[config.mk]
export PLATFORM = sky130hd
export DESIGN_NAME = gfm_parser
export DESIGN_NICKNAME = d
export VERILOG_FILES = /design/src/design/gfm_pkg.sv /design/src/design/gfm_parser.sv
export SDC_FILE = /design/constraint.sdc
export NUM_CORES = 1
export LEC_CHECK = 0
export BUFFER_PORTS_ARGS = -buffer_cell sky130_fd_sc_hd__clkbuf_2
export CORE_MARGIN = 2
export CORE_UTILIZATION = 55
export DETAILED_ROUTE_END_ITERATION = 12
export PLACE_DENSITY_LB_ADDON = 0.15
export SLEW_MARGIN = 25
export SYNTH_ARGS = -nofsm -noshare
export SYNTH_HDL_FRONTEND = slang
export SYNTH_SLANG_ARGS = --single-unit
[constraint.sdc]
create_clock -name i_clk -period 9.63 [get_ports i_clk]
set_input_delay 1.926 -clock i_clk [delete_from_list [all_inputs] [get_ports i_clk]]
set_output_delay 1.926 -clock i_clk [all_outputs]
set_load 0.05 [all_outputs]
[src/design/gfm_pkg.sv]
package gfm_pkg;

    // Flow table geometry; entries and ways are powers of two
    localparam int TABLE_ENTRIES = 65536;
    localparam int TABLE_WAYS    = 4;
    localparam int NUM_BUCKETS   = TABLE_ENTRIES / TABLE_WAYS;
    localparam int ADDR_W        = $clog2(TABLE_ENTRIES);
    localparam int BUCKET_W      = (NUM_BUCKETS > 1) ? $clog2(NUM_BUCKETS) : 1;
    localparam int WAY_W         = (TABLE_WAYS > 1) ? $clog2(TABLE_WAYS) : 1;

    localparam logic [63:0] HASH_INIT = 64'h9E3779B97F4A7C15;
    localparam logic [63:0] HASH_MUL  = 64'hBF58476D1CE4E5B9;

    localparam logic [15:0] GENEVE_PORT_RST = 16'd6081;
    localparam logic [7:0]  GENEVE_SKIP_RST = 8'd8;

    localparam logic [7:0] CFG_GENEVE_PORT = 8'd0;
    localparam logic [7:0] CFG_GENEVE_SKIP = 8'd1;

    localparam logic [7:0] PROTO_TCP = 8'd6;
    localparam logic [7:0] PROTO_UDP = 8'd17;
    localparam logic [7:0] ETYPE_HI  = 8'h08;

    // captured meta bits
    localparam int M_ENCAP    = 9;
    localparam int M_OUTER_IP = 10;
    localparam int M_INNER_IP = 11;

    typedef enum logic [1:0] {
        ST_UPDATED   = 2'd0,
        ST_NEW       = 2'd1,
        ST_UNTRACKED = 2'd2,
        ST_FULL      = 2'd3
    } t_status;

    typedef enum logic [2:0] {
        S_CLEAR,
        S_IDLE,
        S_EVAL,
        S_MIX,
        S_RD,
        S_CHK,
        S_WR
    } t_state;

    // header capture of the packet in progress
    typedef struct packed {
        logic [63:0] outer_addrs;
        logic [63:0] inner_addrs;
        logic [31:0] ports;
        logic [11:0] meta;
        logic [7:0]  l4_flags;
        logic [8:0]  inner_start;
        logic [16:0] len;
    } t_capture;

    typedef struct packed {
        logic [11:0] meta;
        logic [63:0] addrs;
        logic [31:0] ports;
        logic [7:0]  flags;
    } t_frame;

    typedef struct packed {
        logic        valid;
        logic [63:0] outer_key;
        logic [63:0] inner_key;
        logic [31:0] port_key;
        logic [9:0]  meta_key;
        logic [63:0] packets;
        logic [63:0] bytes;
        logic [63:0] first_seen;
        logic [63:0] last_seen;
        logic [7:0]  flags;
    } t_entry;

endpackage

[src/design/gfm_parser.sv]
module gfm_parser import gfm_pkg::*; (
    input  logic        i_clk,
    input  logic        i_rst_n,
    input  logic        i_take,
    input  logic [7:0]  i_data_byte,
    input  logic        i_last_byte,
    input  logic        i_clear,
    input  logic [15:0] i_geneve_port,
    input  logic [7:0]  i_geneve_skip,
    output t_capture    o_cap
);

    logic [15:0] r_off, n_off;
    logic [63:0] r_outer, n_outer;
    logic [63:0] r_inner, n_inner;
    logic [31:0] r_ports, n_ports;
    logic [11:0] r_meta, n_meta;
    logic [7:0]  r_flags, n_flags;
    logic [8:0]  r_start, n_start;

    function automatic t_frame frame_upd(t_frame s, logic [15:0] rr, logic [7:0] b,
                                         logic inner);
        t_frame t;
        int     ip;
        t  = s;
        ip = inner ? M_INNER_IP : M_OUTER_IP;
        if (rr == 16'd12) t.meta[ip] = (b == ETYPE_HI);
        if (rr == 16'd13 && b != 8'd0) t.meta[ip] = 1'b0;
        if (rr == 16'd23) t.meta[7:0] = b;
        if (rr >= 16'd26 && rr <= 16'd33) t.addrs = {t.addrs[55:0], b};
        if (rr >= 16'd34 && rr <= 16'd37) t.ports = {t.ports[23:0], b};
        if (rr == 16'd47 && t.meta[7:0] == PROTO_TCP) t.flags = b;
        return t;
    endfunction

    always_comb begin
        t_frame s;
        logic   enc;
        enc     = r_meta[M_ENCAP];
        s       = '{meta: r_meta, addrs: r_outer, ports: r_ports, flags: r_flags};
        n_start = r_start;
        n_inner = r_inner;
        if (!enc || r_off < 16'd47) begin
            s = frame_upd(s, r_off, i_data_byte, 1'b0);
        end
        n_outer = s.addrs;
        if (r_off == 16'd37 && s.meta[M_OUTER_IP] && s.meta[7:0] == PROTO_UDP &&
            s.ports[15:0] == i_geneve_port) begin
            s.meta[M_ENCAP] = 1'b1;
            n_start = 9'd42 + {1'b0, i_geneve_skip};
        end
        if (enc && r_off >= {7'd0, r_start}) begin
            s.addrs = r_inner;
            s = frame_upd(s, r_off - {7'd0, r_start}, i_data_byte, 1'b1);
            n_inner = s.addrs;
        end
        n_meta  = s.meta;
        n_ports = s.ports;
        n_flags = s.flags;
        if (i_last_byte || r_off == 16'hFFFF) begin
            n_off = r_off;
        end else begin
            n_off = r_off + 16'd1;
        end
    end

    always_ff @(posedge i_clk) begin
        if (!i_rst_n || i_clear) begin
            r_off   <= '0;
            r_outer <= '0;
            r_inner <= '0;
            r_ports <= '0;
            r_meta  <= '0;
            r_flags <= '0;
            r_start <= '0;
        end else if (i_take) begin
            r_off   <= n_off;
            r_outer <= n_outer;
            r_inner <= n_inner;
            r_ports <= n_ports;
            r_meta  <= n_meta;
            r_flags <= n_flags;
            r_start <= n_start;
        end
    end

    assign o_cap.outer_addrs = r_outer;
    assign o_cap.inner_addrs = r_inner;
    assign o_cap.ports       = r_ports;
    assign o_cap.meta        = r_meta;
    assign o_cap.l4_flags    = r_flags;
    assign o_cap.inner_start = r_start;
    assign o_cap.len         = {1'b0, r_off} + 17'd1;

endmodule

==> out/results.ini, run 1 <==
[floorplan]
die_area_um2=18600
die_w_um=136
rows=48
ios=243
die_h_um=136
start_util=0.560
core-area_um2=17200

[synth]
yosysSeqAreaShare=0.423
muxShareOfSynthArea=0.0315
syn_area_per_cell_um2=7.84
yosys.area_share.simple=0.226
synthArstFlopShare=0
yosysWarnings=0
synth_compound_area_frac=0.186
yosys_most_used_dff=dfxtp_1
synth_cells=1231
synth_cell_type_count=71
synth_xor_area_frac=0.0498
synth_edf_count=0
synthAdderAreaFrac=0.0215
synth_nets=1284
synth_top_family_by_area=simple AND/OR/NAND/NOR gates
syn-cell-area_um2=9650
synth-seq-cells=204

[final_layout]
area_delta_synth_final_pct=21.3
drive_gt1_frac=0.214
nets=1467
utilization=0.679
n_antenna_cell=0

[global_route]
grt_pass1_vias=8512
grt_pass1_wl_um=44000
met3_usage=0.0720
grt_overflow=0
grt_usage=0.292
antenna_found_initial=0
use_met2=0.466
grt_use_met1=0.389
grt_max_degree=105
gr-max-usage-layer=met2

[timing]
fin_crit_sh=0.535
clock.fmax_mhz=194
whs_ns=0.451
skew_ns=0.0130
fin_crit_ns=5.15
setup_violations=0
slew_headroom=0.383
finalHoldViolations=0
rsz0062_at_grt=no
tightest_slew_ns=0.920
finalSetupTns_ns=0
finalMaxSlewViolations=0

[drt]
dr.pass1.iters=5
drt-wirelength-per-cell_um=17.2
viasPerCell=5.64
drc=0
antenna_left=0
num_vias=9337
wl_um=28400
drtIter0Drc=652

[worst_hold_path]
hp-class=flop to flop
hold_depth=2

[worst_setup_path]
regToRegEndpoint=r_ports[23]
reg2reg_from=r_off[0]
cp_slowest_stage_delay_ns=0.71
worstSetupPathDepth=9
slowest_stage=dfxtp_1
critPathLaunchType=flop
cp.required_ns=7.70
cp_max_fo=15
crit_end=o_cap[15]
cp-end-kind=primary output
worstPathArrival_ns=3.22
critPathKind=flop to primary output
critical_path.top_delay_family=simple AND/OR/NAND/NOR gates
path_buf_inv=1
reg2regPathDepth=13
worstSetupStartpoint=r_off[3]
rrSetupSlack_ns=5.11
crit_chain=nand2_1, or2_2, nor2_1, and3_1, and3_1, nand3_1, nor2_1, xor2_1, clkbuf_2

[clock_tree]
cts_setup_buffers=0
clk_latency_ns=0.51
cts-hold-fix-buffers=0
cts_max_level=1
cts.clk_slew.worst_paths_ns=0.06
cts_resized=0
cts_buffer_depth=3
root_buffer=clkbuf_16
cts_tree=done
cts_buffers=22
cts.sinks=204

[status]
outcome=finished, final reports clean

[power]
ir_drop_v=0.000203
total_power_w=0.00187
power_density_nw_per_um2=160
leakagePower_nw=4.82

[place]
port-buffer-count=241
place_hpwl_um=20000
gp_congestion=0.956

[flow_run]
maxCapViolCount=0

how the worst min path moves through the flow:
stage	from	endpoint	slack, ns
finish	flop	flop	0.45
global route	flop	flop	0.48
CTS	flop	flop	0.45
detailed placement	flop	flop	0.45
global placement	flop	flop	0.44
floorplan	r_off[1]	r_off[1]	0.53
kinds of logic after synthesis:
logic type | Yosys count
adders and majority gates | 16
and+or+nand+nor | 489
DFF | 204
muxes | 30
AOI/OAI and AO/OA | 287
other | 1
buffers and inverters | 150
xor gates and xnor gates | 54
cell usage in the layout (no fill, tap or decap), types with 23 or more instances in the layout:
cell,instances
nand2_1,313
clkbuf_2,241
dfxtp_1,204
a21oi_1,147
inv_1,59
nor2_1,54
xnor2_1,30
mux2i_1,27
o21ai_0,24
a221oi_1,24
xor2_1,23
synth_stat cells (7+ instances only):
cell type	number	area [um^2]
a211o_1	10	87.6
a21oi_1	147	736
a221oi_1	24	210
and3_1	15	93.8
clkbuf_1	77	289
dfxtp_1	204	4080
ha_1	15	188
inv_1	59	221
mux2i_1	27	270
nand2_1	313	1170
nand2b_1	7	43.8
nand3_1	15	75.1
nand4_1	7	43.8
nor2_1	54	203
nor2b_1	10	62.6
nor3_1	22	110
nor4_1	10	62.6
o21ai_0	24	120
o22ai_1	20	125
o2bb2ai_1	8	70.1
or3_1	8	50.1
or4_1	7	52.6
xnor2_1	30	263
xor2_1	23	201
worst register-to-register path: stages (launching register included):
cell and delay, ns:
dfxtp_1 0.44, inv_1 0.17, ha_1 0.23, fa_1 0.43
nand2b_1 0.19, a211o_1 0.36, a21oi_1 0.23, o41ai_1 0.12
buf_4 0.17, or4_1 0.52, nor4_4 0.45, nand2_1 0.56
o22ai_1 0.36, a221oi_1 0.12
routing by layer:
| layer | part of all wire | vias up |
|---|---|---|
| li1 | - | 4595 |
| met1 | 0.43 | 4361 |
| met2 | 0.46 | 330 |
| met3 | 0.076 | 51 |
| met4 | 0.027 | 0 |
| met5 | 0 | - |
through the flow:
| step | area (um^2) | cells | worst slack (ns) |
|---|---|---|---|
| finish | 11700 | 1655 | 4.48 |
| global route | 11700 | 1655 | 4.27 |
| CTS | 11700 | 1654 | 4.49 |
| detailed placement | 10900 | 1614 | 4.60 |
| global placement | 10900 | 1614 | 4.64 |
| floorplan | 9650 | 1231 | 4.87 |
power by group:
part,internal [W],leakage [nW],switching [W],total [W]
registers,0.000844,1.64,0.000000489,0.000844
logic,0.0000161,2.77,0.0000420,0.0000580
clock network,0.000615,0.412,0.000350,0.000965
area by class of cell:
class	instances	area, um^2
clock buffers	29	617
clock inverters	11	224
fillers	1509	5530
inverters	59	221
multi-input cells	877	5000
flip-flops and latches	204	4080
well taps	225	282
repair buffers	250	1270
(Power assumes the default switching activity.)
==> run 2, diff against run 1 <==
--- a/config.mk
+++ b/config.mk
@@ -5,9 +5,10 @@
 export SDC_FILE = /design/constraint.sdc
 export NUM_CORES = 1
 export LEC_CHECK = 0
+export ABC_AREA = 1
 export BUFFER_PORTS_ARGS = -buffer_cell sky130_fd_sc_hd__clkbuf_2
 export CORE_MARGIN = 2
-export CORE_UTILIZATION = 55
+export CORE_UTILIZATION = 54
 export DETAILED_ROUTE_END_ITERATION = 12
 export PLACE_DENSITY_LB_ADDON = 0.15
 export SLEW_MARGIN = 25
==> constraint.sdc (replaced) <==
create_clock -name i_clk -period 4.83 [get_ports i_clk]
set_input_delay 0.966 -clock i_clk [delete_from_list [all_inputs] [get_ports i_clk]]
set_output_delay 0.966 -clock i_clk [all_outputs]
set_load 0.05 [all_outputs]
==> out/results.ini, run 2 <==
[status]
outcome=finished, final reports clean

[global_route]
grt_pass1_vias=9324  ; +9.5%
grt_pass1_wl_um=47000  ; +6.7%
grt_max_degree=151  ; +44%
grt_overflow=0  ; unchanged
antenna_found_initial=0  ; unchanged
grt_usage=0.281  ; -0.0105

[floorplan]
ios=243  ; unchanged
rows=50  ; +4.2%
start_util=0.552  ; -0.00823
core-area_um2=18800  ; +8.9%
die_w_um=142  ; +4.4%
die_area_um2=20300  ; +9.0%
die_h_um=142  ; +4.4%

[worst_setup_path]
critPathKind=flop to primary output
cp.required_ns=3.86  ; -3.84 ns
critPathLaunchType=flop
cp-end-kind=primary output
worstPathArrival_ns=3.17  ; -0.05 ns
cp_common_cell=nor4_1
crit_chain=inv_1, nor4_1, nand3_1, nor3_1, nand2_1, nor4_1, xor2_1, clkbuf_2
cp_max_fo=6  ; -9
cp_slowest_stage_delay_ns=0.50  ; -0.21 ns
slowest_stage=nor4_1
reg2reg_from=r_off[0]
worstSetupStartpoint=r_off[1]

[timing]
rsz0062_at_grt=no
finalSetupTns_ns=0  ; unchanged
whs_ns=0.480  ; +0.0298 ns
finalHoldViolations=0  ; unchanged
fin_crit_sh=0.857
fin_crit_ns=4.14
finalMaxSlewViolations=0  ; unchanged
tightest_slew_ns=1.09  ; +0.171 ns
skew_ns=0.0242  ; +0.0112 ns
slew_headroom=0.272  ; -0.111
clock.fmax_mhz=242
setup_violations=0  ; unchanged

[clock_tree]
cts_buffers=22  ; unchanged
clk_latency_ns=0.50  ; about the same
cts-hold-fix-buffers=0  ; unchanged
cts_buffer_depth=3  ; unchanged
cts_setup_buffers=0  ; unchanged
cts.clk_slew.worst_paths_ns=0.06  ; about the same
root_buffer=clkbuf_16
cts_tree=done
cts_max_level=1  ; unchanged
cts.sinks=204  ; unchanged
cts_resized=0  ; unchanged

[synth]
yosysWarnings=0  ; unchanged
yosys.area_share.simple=0.296  ; +0.0695
synth_compound_area_frac=0.176  ; -0.00948
synth_edf_count=0  ; unchanged
synth_top_family_by_area=simple AND/OR/NAND/NOR gates
synth_xor_area_frac=0.0262  ; -0.0236
synth_cells=1514  ; +23%
synthTopCellsByCount=nor2_1, nand2_1, dfxtp_1, o21ai_0
syn_area_per_cell_um2=6.84  ; -13%
synth_cell_type_count=43  ; -39%
yosysTopAreaCell=dfxtp_1
synth_nets=1567  ; +22%
syn-cell-area_um2=10400  ; +7.3%
synthArstFlopShare=0  ; unchanged
synth.most_common_cell=nor2_1
muxShareOfSynthArea=0.00773  ; -0.0238
yosys_most_used_dff=dfxtp_1
synth-seq-cells=204  ; unchanged
synth.area.top_cells=dfxtp_1, nor2_1, nand2_1
yosysTopAreaCellShare=0.394  ; -0.0287
synthAdderAreaFrac=0.0201  ; -0.00146
yosysSeqAreaShare=0.394  ; -0.0287

[final_layout]
fin_area_um2=12300  ; +5.5%
n_antenna_cell=0  ; unchanged
area_delta_synth_final_pct=19.2
multi_input_area_um2=5460  ; +9.2%
drive_gt1_frac=0.194  ; -0.0203
layout_commonest_cell=nor2_1
nets=1762  ; +20%
seqCellArea_um2=4080  ; unchanged
fillers=1755  ; +16%
final_cell_mix=nor2_1, nand2_1, clkbuf_2

[drt]
drt-wirelength-per-cell_um=15.1  ; -12%
antenna_left=0  ; unchanged
viasPerCell=5.38  ; -4.6%
drtIter0Drc=903  ; +38%
wl_um=29600  ; +4.1%
drc=0  ; unchanged
dr.pass1.iters=5  ; unchanged
num_vias=10540  ; +13%

[flow_run]
maxCapViolCount=0  ; unchanged

[power]
power_density_nw_per_um2=330  ; +110%
ir_drop_v=0.000294  ; +45%
total_power_w=0.00407  ; +120%
leakagePower_nw=5.48  ; +14%

[place]
dpl_cell_area_um2=11600  ; +6.5%
port-buffer-count=241  ; unchanged
gp_congestion=0.988  ; +3.3%
place_hpwl_um=21100  ; +5.5%

[worst_hold_path]
hp-class=flop to flop

## run 2: per-stage QoR
stage | util | instances | setup WS [ns]
after floorplan | - | 1514 | 1.08
after detailed placement | 0.616 | 1919 | 1.13
after CTS | 0.658 | 1958 | 0.698
after global placement | 0.616 | 1919 | 1.27
final | 0.658 | 1958 | 0.691
after global routing | 0.658 | 1958 | 0.387
## run 2: cell type report
type / instances / area share
clock buffer: 32 / 0.0518
clock inverter: 7 / 0.0115
inverter: 116 / 0.0355
multi-input combinational: 1116 / 0.442
sequential: 204 / 0.331
tap: 234 / 0.0237
timing repair buffer: 249 / 0.105
## run 2: worst paths after layout
check / end / cells after the start / slack (ns)
worst max-delay path: o_cap[15] / 8 / 0.69
worst min-delay path: flop / 2 / 0.48
worst max register to register: r_ports[6] / 20 / 1.04
worst min register to register: flop / 2 / 0.48
## run 2: where the power goes
group | internal [W] | total (W) | switching (W) | leakage (nW)
clock | 0.00113 | 0.00180 | 0.000668 | 0.377
combinational | 0.000164 | 0.000560 | 0.000396 | 3.46
sequential | 0.00170 | 0.00171 | 0.0000157 | 1.64
total | 0.00299 | 0.00407 | 0.00108 | 5.48
## run 2: kinds of logic (layout without fill, tap and decap cells)
group	Yosys count	after routing
simple gates	726	726
compound gates	334	334
flops	204	204
buf+inv	194	404
xor+xnor	31	31
fa+ha+maj	16	16
mux	8	8
other cells	1	1
## run 2: routing by layer
metal	track usage	vias to the layer above	wire length, um
li1	-	5347	-
met1	0.371	4806	12800
met2	0.477	342	13800
met3	0.0559	45	2310
met4	0.0651	0	615
met5	0	-	0
## run 2: worst max-delay path, delay by kind of cell, from the launching register on
family / cells / cell delay [ns]
DFF: 1 / 0.42
buffers and inverters: 2 / 0.48
xor gates and xnor gates: 1 / 0.22
and+or+nand+nor: 5 / 1.54
